### src/design/ovl_pkg.sv
package ovl_pkg;

   localparam logic [1:0] OP_FRONT  = 2'd0;
   localparam logic [1:0] OP_BACK   = 2'd1;
   localparam logic [1:0] OP_REMOVE = 2'd2;

   localparam logic [1:0] STATUS_DONE    = 2'd0;
   localparam logic [1:0] STATUS_FULL    = 2'd1;
   localparam logic [1:0] STATUS_NOMATCH = 2'd2;

   localparam logic [2:0] MODE_HOLD  = 3'd0;
   localparam logic [2:0] MODE_FRONT = 3'd1;
   localparam logic [2:0] MODE_BACK  = 3'd2;
   localparam logic [2:0] MODE_LOAD  = 3'd3;
   localparam logic [2:0] MODE_PROP  = 3'd4;
   localparam logic [2:0] MODE_SHIFT = 3'd5;

   typedef struct packed {
      logic [1:0]         op;
      logic signed [31:0] item_value;
   } req_type;

   typedef struct packed {
      logic [1:0]         status;
      logic [4:0]         entry_count;
      logic               head_present;
      logic signed [31:0] head_value;
   } rsp_type;

   typedef struct packed {
      logic [2:0] mode;
   } cell_ctl_type;

endpackage

### src/design/ovl_cell.sv
module ovl_cell #(
   parameter int VALUE_BITS = 32
) (
   input  logic                  clock,
   input  logic                  reset,
   input  ovl_pkg::cell_ctl_type ctl,
   input  logic [VALUE_BITS-1:0] item_val,
   input  logic [VALUE_BITS-1:0] prev_value,
   input  logic                  prev_valid,
   input  logic                  prev_pre,
   input  logic [VALUE_BITS-1:0] next_value,
   input  logic                  next_valid,
   output logic [VALUE_BITS-1:0] value,
   output logic                  valid,
   output logic                  pre
);

   logic [VALUE_BITS-1:0] value_ff, value_in;
   logic                  valid_ff, valid_in;
   logic                  pre_ff, pre_in;

   always_comb begin
      value_in = value_ff;
      valid_in = valid_ff;
      pre_in   = pre_ff;
      case (ctl.mode)
         ovl_pkg::MODE_FRONT: begin
            value_in = prev_value;
            valid_in = prev_valid;
            pre_in   = 1'b0;
         end
         ovl_pkg::MODE_BACK: begin
            // first empty cell behind a full one takes the value
            if (!valid_ff && prev_valid) begin
               value_in = item_val;
               valid_in = 1'b1;
            end
            pre_in = 1'b0;
         end
         ovl_pkg::MODE_LOAD: begin
            pre_in = valid_ff && (value_ff == item_val);
         end
         ovl_pkg::MODE_PROP: begin
            pre_in = pre_ff | prev_pre;
         end
         ovl_pkg::MODE_SHIFT: begin
            // close the gap: every cell at or behind the first match advances
            if (pre_ff) begin
               value_in = next_value;
               valid_in = next_valid;
            end
            pre_in = 1'b0;
         end
         default: begin
         end
      endcase
   end

   always_ff @(posedge clock) begin
      value_ff <= value_in;
      if (reset) begin
         valid_ff <= 1'b0;
         pre_ff   <= 1'b0;
      end else begin
         valid_ff <= valid_in;
         pre_ff   <= pre_in;
      end
   end

   assign value = value_ff;
   assign valid = valid_ff;
   assign pre   = pre_ff;

endmodule

### src/design/ordered_value_list.sv
// Ordered list of up to DEPTH signed values held packed in a row of cells, cell 0 being the
// head. A front or back insert, a rejected insert and an unused op write their result to
// the output register at the end of the request transfer cycle. In a remove, all cells
// compare in the transfer cycle, then the first-match flag moves down the row one cell per
// cycle in the propagate state, then the shift state closes the gap behind the match.
// The next request is taken once no remove is in progress and the result register is free.
module ordered_value_list #(
   parameter int DEPTH      = 16,
   parameter int VALUE_BITS = 32
) (
   input  logic             clock,
   input  logic             reset,
   input  logic             req_valid,
   output logic             req_stall,
   input  ovl_pkg::req_type req_data,
   output logic             rsp_valid,
   input  logic             rsp_stall,
   output ovl_pkg::rsp_type rsp_data
);

   localparam int LEN_BITS = $clog2(DEPTH + 1);
   localparam int CNT_BITS = $clog2(DEPTH);

   localparam logic [1:0] ST_IDLE  = 2'd0;
   localparam logic [1:0] ST_PROP  = 2'd1;
   localparam logic [1:0] ST_SHIFT = 2'd2;

   logic [1:0]          state_ff, state_in;
   logic [CNT_BITS-1:0] cnt_ff, cnt_in;
   logic [LEN_BITS-1:0] length_ff, length_in;
   logic                rsp_valid_ff, rsp_valid_in;
   ovl_pkg::rsp_type    rsp_ff, rsp_in;

   logic [VALUE_BITS-1:0] cell_value [DEPTH];
   logic [DEPTH-1:0]      cell_valid;
   logic [DEPTH-1:0]      cell_pre;
   logic [VALUE_BITS-1:0] prev_value [DEPTH];
   logic [DEPTH-1:0]      prev_valid;
   logic [DEPTH-1:0]      prev_pre;
   logic [VALUE_BITS-1:0] next_value [DEPTH];
   logic [DEPTH-1:0]      next_valid;

   ovl_pkg::cell_ctl_type ctl;
   logic [VALUE_BITS-1:0] item_val;
   logic                  accept;
   logic                  full;
   logic                  found;
   logic                  new_head_valid;
   logic [VALUE_BITS-1:0] new_head_value;

   assign item_val  = VALUE_BITS'(req_data.item_value);
   assign req_stall = (state_ff != ST_IDLE) || (rsp_valid_ff && rsp_stall);
   assign accept    = req_valid && !req_stall;
   assign full      = cell_valid[DEPTH-1];
   assign found     = cell_pre[DEPTH-1];

   for (genvar i = 0; i < DEPTH; i++) begin : g_cell
      if (i == 0) begin : g_first
         assign prev_value[i] = item_val;
         assign prev_valid[i] = 1'b1;
         assign prev_pre[i]   = 1'b0;
      end else begin : g_rest
         assign prev_value[i] = cell_value[i-1];
         assign prev_valid[i] = cell_valid[i-1];
         assign prev_pre[i]   = cell_pre[i-1];
      end
      if (i == DEPTH - 1) begin : g_last
         assign next_value[i] = '0;
         assign next_valid[i] = 1'b0;
      end else begin : g_inner
         assign next_value[i] = cell_value[i+1];
         assign next_valid[i] = cell_valid[i+1];
      end

      ovl_cell #(
         .VALUE_BITS(VALUE_BITS)
      ) u_cell (
         .clock     (clock),
         .reset     (reset),
         .ctl       (ctl),
         .item_val  (item_val),
         .prev_value(prev_value[i]),
         .prev_valid(prev_valid[i]),
         .prev_pre  (prev_pre[i]),
         .next_value(next_value[i]),
         .next_valid(next_valid[i]),
         .value     (cell_value[i]),
         .valid     (cell_valid[i]),
         .pre       (cell_pre[i])
      );
   end

   always_comb begin
      state_in       = state_ff;
      cnt_in         = cnt_ff;
      length_in      = length_ff;
      rsp_valid_in   = rsp_valid_ff && rsp_stall;
      rsp_in         = rsp_ff;
      ctl.mode       = ovl_pkg::MODE_HOLD;
      new_head_valid = cell_valid[0];
      new_head_value = cell_value[0];

      case (state_ff)
         ST_IDLE: begin
            if (accept) begin
               rsp_in.status = ovl_pkg::STATUS_DONE;
               if (req_data.op == ovl_pkg::OP_FRONT || req_data.op == ovl_pkg::OP_BACK) begin
                  if (full) begin
                     rsp_in.status = ovl_pkg::STATUS_FULL;
                  end else begin
                     ctl.mode  = (req_data.op == ovl_pkg::OP_FRONT) ?
                                 ovl_pkg::MODE_FRONT : ovl_pkg::MODE_BACK;
                     length_in = length_ff + LEN_BITS'(1);
                     if (req_data.op == ovl_pkg::OP_FRONT || !cell_valid[0]) begin
                        new_head_valid = 1'b1;
                        new_head_value = item_val;
                     end
                  end
               end
               if (req_data.op == ovl_pkg::OP_REMOVE) begin
                  ctl.mode = ovl_pkg::MODE_LOAD;
                  cnt_in   = '0;
                  state_in = ST_PROP;
               end else begin
                  rsp_valid_in = 1'b1;
               end
            end
         end
         ST_PROP: begin
            ctl.mode = ovl_pkg::MODE_PROP;
            cnt_in   = cnt_ff + CNT_BITS'(1);
            if (cnt_ff == CNT_BITS'(DEPTH - 2)) begin
               state_in = ST_SHIFT;
            end
         end
         ST_SHIFT: begin
            ctl.mode     = ovl_pkg::MODE_SHIFT;
            rsp_valid_in = 1'b1;
            state_in     = ST_IDLE;
            if (found) begin
               rsp_in.status = ovl_pkg::STATUS_DONE;
               length_in     = length_ff - LEN_BITS'(1);
            end else begin
               rsp_in.status = ovl_pkg::STATUS_NOMATCH;
            end
            if (cell_pre[0]) begin
               new_head_valid = cell_valid[1];
               new_head_value = cell_value[1];
            end
         end
         default: begin
            state_in = ST_IDLE;
         end
      endcase

      if (rsp_valid_in && !(rsp_valid_ff && rsp_stall)) begin
         rsp_in.entry_count  = 5'(length_in);
         rsp_in.head_present = new_head_valid;
         rsp_in.head_value   = new_head_valid ? 32'($signed(new_head_value)) : '0;
      end
   end

   always_ff @(posedge clock) begin
      rsp_ff <= rsp_in;
      cnt_ff <= cnt_in;
      if (reset) begin
         state_ff     <= ST_IDLE;
         length_ff    <= '0;
         rsp_valid_ff <= 1'b0;
      end else begin
         state_ff     <= state_in;
         length_ff    <= length_in;
         rsp_valid_ff <= rsp_valid_in;
      end
   end

   assign rsp_valid = rsp_valid_ff;
   assign rsp_data  = rsp_ff;

   a_length_matches: assert property (@(posedge clock) disable iff (reset)
      LEN_BITS'($countones(cell_valid)) == length_ff)
      else $error("length disagrees with valid cells");

   a_packed: assert property (@(posedge clock) disable iff (reset)
      ((cell_valid + DEPTH'(1)) & cell_valid) == '0)
      else $error("valid cells not packed at the head");

   a_no_rsp_in_remove: assert property (@(posedge clock) disable iff (reset)
      (state_ff != ST_IDLE) |-> !rsp_valid_ff)
      else $error("result pending during remove");

   a_full_holds: assert property (@(posedge clock) disable iff (reset)
      (accept && full && req_data.op != ovl_pkg::OP_REMOVE) |=> $stable(length_ff))
      else $error("rejected insert changed the list");

endmodule

### config.mk
export PLATFORM = sky130hd
export DESIGN_NAME = ordered_value_list
export DESIGN_NICKNAME = d
export VERILOG_FILES = /design/src/design/ovl_pkg.sv /design/src/design/ovl_cell.sv /design/src/design/ordered_value_list.sv
export SDC_FILE = /design/constraint.sdc
export NUM_CORES = 1
export LEC_CHECK = 0
export BUFFER_PORTS_ARGS = -buffer_cell sky130_fd_sc_hd__clkbuf_2
export CORE_UTILIZATION = 62
export DETAILED_ROUTE_END_ITERATION = 16
export MAX_ROUTING_LAYER = met4
export PLACE_DENSITY = 0.79
export REMOVE_ABC_BUFFERS = 1
export SYNTH_ARGS = -nofsm -noshare
export SYNTH_HDL_FRONTEND = slang
export SYNTH_SLANG_ARGS = --single-unit
### constraint.sdc
create_clock -name clock -period 13.01 [get_ports clock]
set_input_delay 0.6505 -clock clock [delete_from_list [all_inputs] [get_ports clock]]
set_output_delay 0.6505 -clock clock [all_outputs]
set_load 0.05 [all_outputs]
==> metrics, run 1 <==
status finished, final reports clean; GPL Wtd Cong 0.997; critical path class reg2reg; die height 231 µm; Layout Skew 0.0243 ns; RSZ-0062 raised after global routing no; PnR worst setup slack 7.47 ns; cell area after synthesis 32600 µm²; CP required 13.36 ns; Detail Placement HPWL 69.8 mm; setup TNS 0 ns; Worst VDD drop 0.204 mV; endpoints failing setup 0; clk buf depth 3; row cnt 83; number of antenna violations at the first check in global routing 1; Fin. Hold Viols 0; CTS root buffer clkbuf_16; dpl cell area 33100 µm²; Clk Latency, worst-skew pair 0.61 ns; H-tree level count 3; final cycle utilization of the critical path 42.6%; Distinct cells, synth 55; post-CTS setup buffers 0; Via density 7.53; Seq/Total Area, Yosys 53.6%; pre-CTS WS 7.83 ns; drt drc 0; Worst-path clk slew 0.06 ns; IO Port Bufs 79; fin crit period 5.54 ns; Max-Cap Viols 0; Initial Util 63.2%; post-route ant nets 0; sinks on the clock net 596; CP dominant cell by count buf_4; vias in the first global route 23100; Tot Pwr 7.78 mW; slowest cell on the critical path a21boi_1; largest net degree at the start of global routing 255; most frequent cells in the layout 556 x edfxtp_1, 454 x a221o_1, 262 x xor2_1, 258 x xnor2_1, 107 x a21oi_1; worst hold path type in2reg; gr ovfl total 0; share of cells above drive strength 1 10.0%; startpoint types register; Via Count 24600; Worst setup EP type register; cells along the critical path inv_1 > ha_1 > buf_4 > a21boi_1 > o211ai_2 > nor2_4 > buf_4 > nor2_4 > buf_12 > buf_4 > a221o_1; GRT Resource Usage Total 39.0%; register area 17500 µm²; crit-path max FO 244; PD cells 221 nW/µm²; non-filler cells, final 3272; CP peak stage delay 0.72 ns; DRT Wirelength 102 mm; FF+latch count, synth 596; drt pass-1 iters 9; Die Area 53500 µm²; Hold Buf Count CTS 0; max-slew violation count 0; mean post-synth cell area 12.3 µm²; global-route wire length before repair 152 mm; I/O pin count 80; Slew @ Worst Pin 1.32 ns; Layout fillers 3622; ys async rst share 0%; post-cts resize count 0; net count reported at finish 2592; chip width 231 µm; Lkg Pwr 11.8 nW; Multi-input gate area 14000 µm²; Post-Synthesis Cells 2649; Area growth syn-to-layout 7.91%; Slew HR 12.1%; Wirelength per Cell 31.3 µm; critical path data arrival time 5.89 ns; fin area 35200 µm²; Placed Cells 3155; Reg2Reg Setup Slack 7.47 ns; ys flop type edfxtp_1; DR iter-0 viols 4585; core region area 51600 µm²; most common cell after layout, fill and taps aside edfxtp_1; Yosys Warn Count 0; CTS tree done; Inserted Clock Buffers 66; Post-synth EDFFs 556; Peak Freq 181 MHz
-- layer usage --
layer,GRT usage (%),vias up,wire length (µm)
li1,-,10200,-
met1,52.6,12100,38400
met2,57.6,2083,46600
met3,11.9,216,14900
met4,9.48,0,2370
met5,-,-,0
-- kinds of logic (layout without fill, tap and decap cells) --
kind of cell | count (synthesis) | in the layout | synth area share (%)
compound gates | 682 | 682 | 18.2
flops | 596 | 596 | 53.6
xor+xnor | 520 | 520 | 14.0
simple gates | 457 | 457 | 7.47
buf+inv | 312 | 253 | 4.04
mux | 71 | 71 | 2.31
fa+ha+maj | 11 | 11 | 0.422
other cells | 0 | 2 | 0
-- report_power, final --
part           total [mW]  leakage [nW]  internal, mW  switching (mW)
Combinational        2.42          5.29         0.929            1.49
Sequential           3.50          5.51          2.93           0.571
Clock                1.86          1.01          1.06           0.795
Total                7.78          11.8          4.92            2.86
-- critical path, delay by kind of cell (launching register included) --
| family | cells | cell delay, ns |
|---|---|---|
| AOI/OAI and AO/OA | 3 | 1.60 |
| adders and majority gates | 1 | 0.18 |
| buffers and inverters | 5 | 2.24 |
| DFF | 1 | 0.37 |
| and+or+nand+nor | 2 | 0.45 |
-- flip-flops by register name (all words and copies together) (netlist names) --
signal,count
g_cell.u_cell.pre,16
rsp_data,40
g_cell.u_cell.value,512
cnt_ff,4
state_ff,2
rsp_valid,1
length_ff,5
g_cell.u_cell.valid,16
-- area by class of cell --
| type | count | share of cell area (%) |
|---|---|---|
| Timing Repair Buffer | 111 | 1.88 |
| Antenna cell | 2 | 0.0142 |
| Inverter | 27 | 0.288 |
| Clock inverter | 22 | 0.544 |
| Sequential cell | 596 | 49.7 |
| Clock buffer | 93 | 5.33 |
| Multi-Input combinational cell | 1741 | 39.8 |
| Tap cell | 680 | 2.42 |
-- cells in the mapped netlist, types with 37 or more instances --
cell type,number,share of area (%)
xnor2_1,258,6.9
a221o_1,454,14
nand3_1,37,0.57
buf_2,103,1.6
clkbuf_1,152,1.7
and2_1,45,0.86
nor2_1,105,1.2
mux2i_1,38,1.2
nand4_1,76,1.5
a21oi_1,120,1.8
dfxtp_1,40,2.5
edfxtp_1,556,51
xor2_1,262,7.0
nand2_1,47,0.54
nor4_1,84,1.6
-- stage by stage --
| step | util [%] | hold WS [ns] |
|---|---|---|
| after floorplan | - | 0.478 |
| after global placement | 64.2 | 0.509 |
| after detailed placement | 64.2 | 0.515 |
| after CTS | 68.2 | 0.322 |
| after global routing | 68.2 | 0.341 |
| final | 68.2 | 0.334 |
-- path summary, 6_finish.rpt --
path	start	to	cells after the start
max	state_ff[0]$_SDFFE_PP0P_	g_cell[4].u_cell.value[29]$_DFFE_PP_	11
max reg2reg	state_ff[0]$_SDFFE_PP0P_	g_cell[4].u_cell.value[29]$_DFFE_PP_	11
min reg2reg	g_cell[8].u_cell.pre$_SDFFE_PP0P_	g_cell[8].u_cell.pre$_SDFFE_PP0P_	1
min	rsp_stall	rsp_valid$_SDFF_PP0_	3
Power figures use the tool's default switching activity.
==> run 2, diff against run 1 <==
--- a/config.mk
+++ b/config.mk
@@ -6,10 +6,10 @@
 export NUM_CORES = 1
 export LEC_CHECK = 0
 export BUFFER_PORTS_ARGS = -buffer_cell sky130_fd_sc_hd__clkbuf_2
-export CORE_UTILIZATION = 62
+export CORE_UTILIZATION = 57
 export DETAILED_ROUTE_END_ITERATION = 16
 export MAX_ROUTING_LAYER = met4
-export PLACE_DENSITY = 0.79
+export PLACE_DENSITY = 0.77
 export REMOVE_ABC_BUFFERS = 1
 export SYNTH_ARGS = -nofsm -noshare
 export SYNTH_HDL_FRONTEND = slang
==> constraint.sdc (replaced) <==
create_clock -name clock -period 4.7 [get_ports clock]
set_input_delay 0.235 -clock clock [delete_from_list [all_inputs] [get_ports clock]]
set_output_delay 0.235 -clock clock [all_outputs]
set_load 0.05 [all_outputs]
==> run 2 against run 1 <==
Total power grew to 2.8 times the previous value; worst hold slack lost 0.14 ns; non-clock buffer count grew 3; utilization shrank 5.7 points; final cell count grew 2.6%; largest cell class unchanged.
==> metrics, run 2 (synthesized netlist as in run 1, its figures left out) <==
DR iter-0 viols 5019 (was 4585); Worst VDD drop 0.285 mV (was 0.204 mV); most common cell after layout, fill and taps aside edfxtp_1 (unchanged); number of antenna violations at the first check in global routing 2 (was 1); DRT Wirelength 103 mm (was 102 mm); Min Hold Slack 0.192 ns (was 0.334 ns); Tot Pwr 21.5 mW (was 7.78 mW); max-slew violation count 0 (unchanged); row cnt 87 (was 83); Hold Startpoint req_data[33] (was rsp_stall); chip width 241 µm (was 231 µm); Die Area 58200 µm² (was 53500 µm²); Slew @ Worst Pin 1.28 ns (was 1.32 ns); Via density 7.36 (was 7.53); startpoint types register (unchanged); crit path from state_ff[0]$_SDFFE_PP0P_ (unchanged); vias in the first global route 23100 (about the same); r2r endpoint g_cell[4].u_cell.value[18]$_DFFE_PP_ (was g_cell[4].u_cell.value[29]$_DFFE_PP_); worst hold path type in2reg (unchanged); net count reported at finish 2595 (was 2592); Wirelength per Cell 30.6 µm (was 31.3 µm); H-tree level count 3 (unchanged); sinks on the clock net 596 (unchanged); IO Port Bufs 79 (unchanged); CTS tree done (unchanged); core region area 56500 µm² (was 51600 µm²); slowest cell on the critical path a21boi_1 (unchanged); Worst-path clk slew 0.06 ns (about the same); Inserted Clock Buffers 66 (unchanged); Reg2Reg Setup Slack 0.47 ns (was 7.47 ns); Via Count 24700 (was 24600); Initial Util 57.7% (was 63.2%); critical path data arrival time 4.58 ns (was 5.89 ns); max FFs per register 512 (unchanged); post-CTS setup buffers 0 (unchanged); share of cells above drive strength 1 9.89% (was 10.0%); Slew HR 14.8% (was 12.1%); Fin. Hold Viols 0 (unchanged); most frequent cells in the layout 556 x edfxtp_1, 454 x a221o_1, 262 x xor2_1, 258 x xnor2_1, 107 x a21oi_1 (unchanged); fin area 35300 µm² (was 35200 µm²); fin crit period 4.23 ns (was 5.54 ns); crit path capture g_cell[4].u_cell.value[18]$_DFFE_PP_ (was g_cell[4].u_cell.value[29]$_DFFE_PP_); Detail Placement HPWL 70.9 mm (was 69.8 mm); critical path class reg2reg (unchanged); Layout fillers 4218 (was 3622); CP dominant cell by count nor2_4 (was buf_4); gr ovfl total 0 (unchanged); GPL Wtd Cong 1.00 (was 0.997); CTS root buffer clkbuf_16 (unchanged); status finished, final reports clean (unchanged); crit-path max FO 195 (was 244); setup TNS 0 ns (unchanged); RR Startpoint state_ff[0]$_SDFFE_PP0P_ (unchanged); CP required 5.06 ns (was 13.36 ns); Worst setup EP type register (unchanged); clk buf depth 3 (unchanged); Lkg Pwr 11.8 nW (about the same); PD cells 608 nW/µm² (was 221 nW/µm²); endpoints failing setup 0 (unchanged); Max-Cap Viols 0 (unchanged); final cycle utilization of the critical path 89.9% (was 42.6%); cells along the critical path inv_1 > ha_1 > a21boi_1 > o211ai_2 > nor2_4 > nor2_4 > buf_12 > a221o_1 (was inv_1 > ha_1 > buf_4 > a21boi_1 > o211ai_2 > nor2_4 > buf_4 > nor2_4 > buf_12 > buf_4 > a221o_1); die height 241 µm (was 231 µm); GRT Resource Usage Total 36.2% (was 39.0%); I/O pin count 80 (unchanged); drt pass-1 iters 6 (was 9); dpl cell area 33200 µm² (was 33100 µm²); largest net degree at the start of global routing 204 (was 255); R2R cell count 8 (was 11); CP peak stage delay 0.74 ns (was 0.72 ns); drt drc 0 (unchanged); post-route ant nets 0 (unchanged); global-route wire length before repair 152 mm (about the same); Area growth syn-to-layout 8.22% (was 7.91%); Peak Freq 237 MHz (was 181 MHz); RSZ-0062 raised after global routing no (unchanged); Layout Skew 0.0202 ns (was 0.0243 ns); Clk Latency, worst-skew pair 0.62 ns (was 0.61 ns)
## run 2: cell count changes in the layout (fill, tap and decap cells not counted)
cell and delta:
buf_12 +1, bufinv_16 -1, clkbuf_1 +5, clkbuf_16 +1, clkbuf_8 -5, clkinv_1 +4
clkinv_2 +1, clkinv_8 -1, clkinvlp_4 -1, diode_2 +2, dlygate4sd3_1 +2, inv_6 +2
## run 2: report_power, final
group	total, mW	internal, mW	leakage, nW	switching (mW)
registers	9.71	8.12	5.51	1.59
clock network	5.07	2.86	0.991	2.22
logic	6.68	2.58	5.31	4.10
## run 2: critical path: cells and delay by family (launching register included)
family | cells | cell delay, ns
compound gates | 3 | 1.60
fa+ha+maj | 1 | 0.22
buf+inv | 2 | 0.59
flops | 1 | 0.37
simple gates | 2 | 1.01
## run 2: per-stage QoR
step / utilization (%) / std cells / setup WS [ns]
global route: 62.5 / 3356 / 0.326
detailed placement: 58.8 / 3232 / 0.620
global placement: 58.8 / 3232 / 0.771
finish: 62.5 / 3358 / 0.474
CTS: 62.5 / 3354 / 0.592
floorplan: - / 2364 / -47.78
## run 2: final cells by class
type                            count  area (µm²)  share of cell area, %
Clock inverter                     26         175                  0.496
Multi-Input combinational cell   1741       14000                   39.7
Sequential cell                   596       17500                   49.6
Timing Repair Buffer              114         701                   1.99
Inverter                           27         101                  0.287
Tap cell                          756         946                   2.68
Clock buffer                       94        1850                   5.24
Antenna cell                        4        10.0                 0.0284
## run 2: what timing repair did
action                                 4_1_cts  5_1_grt
hold buffers                                 2        0
endpoints found under the hold margin        8        0
resized for setup                            0        0
## run 2: how the worst min path moves through the flow
stage | to | slack, ns | depth (start not counted)
6_report | rsp_valid$_SDFF_PP0_ | 0.19 | 4
2_1_floorplan | length_ff[2]$_SDFF_PP0_ | 0.30 | 1
3_5_place_dp | g_cell[11].u_cell.pre$_SDFFE_PP0P_ | 0.54 | 1
3_3_place_gp | rsp_valid$_SDFF_PP0_ | 0.53 | 3
5_1_grt | g_cell[0].u_cell.value[13]$_DFFE_PP_ | 0.25 | 3
4_1_cts | length_ff[3]$_SDFF_PP0_ | 0.17 | 5
## run 2: metal layers
metal	up-vias	share of wire [%]	track usage [%]
met1	12200	37	47.8
li1	10200	-	-
met3	252	14	9.30
met2	2041	47	55.3
met4	0	2.9	10.2
met5	-	0	-
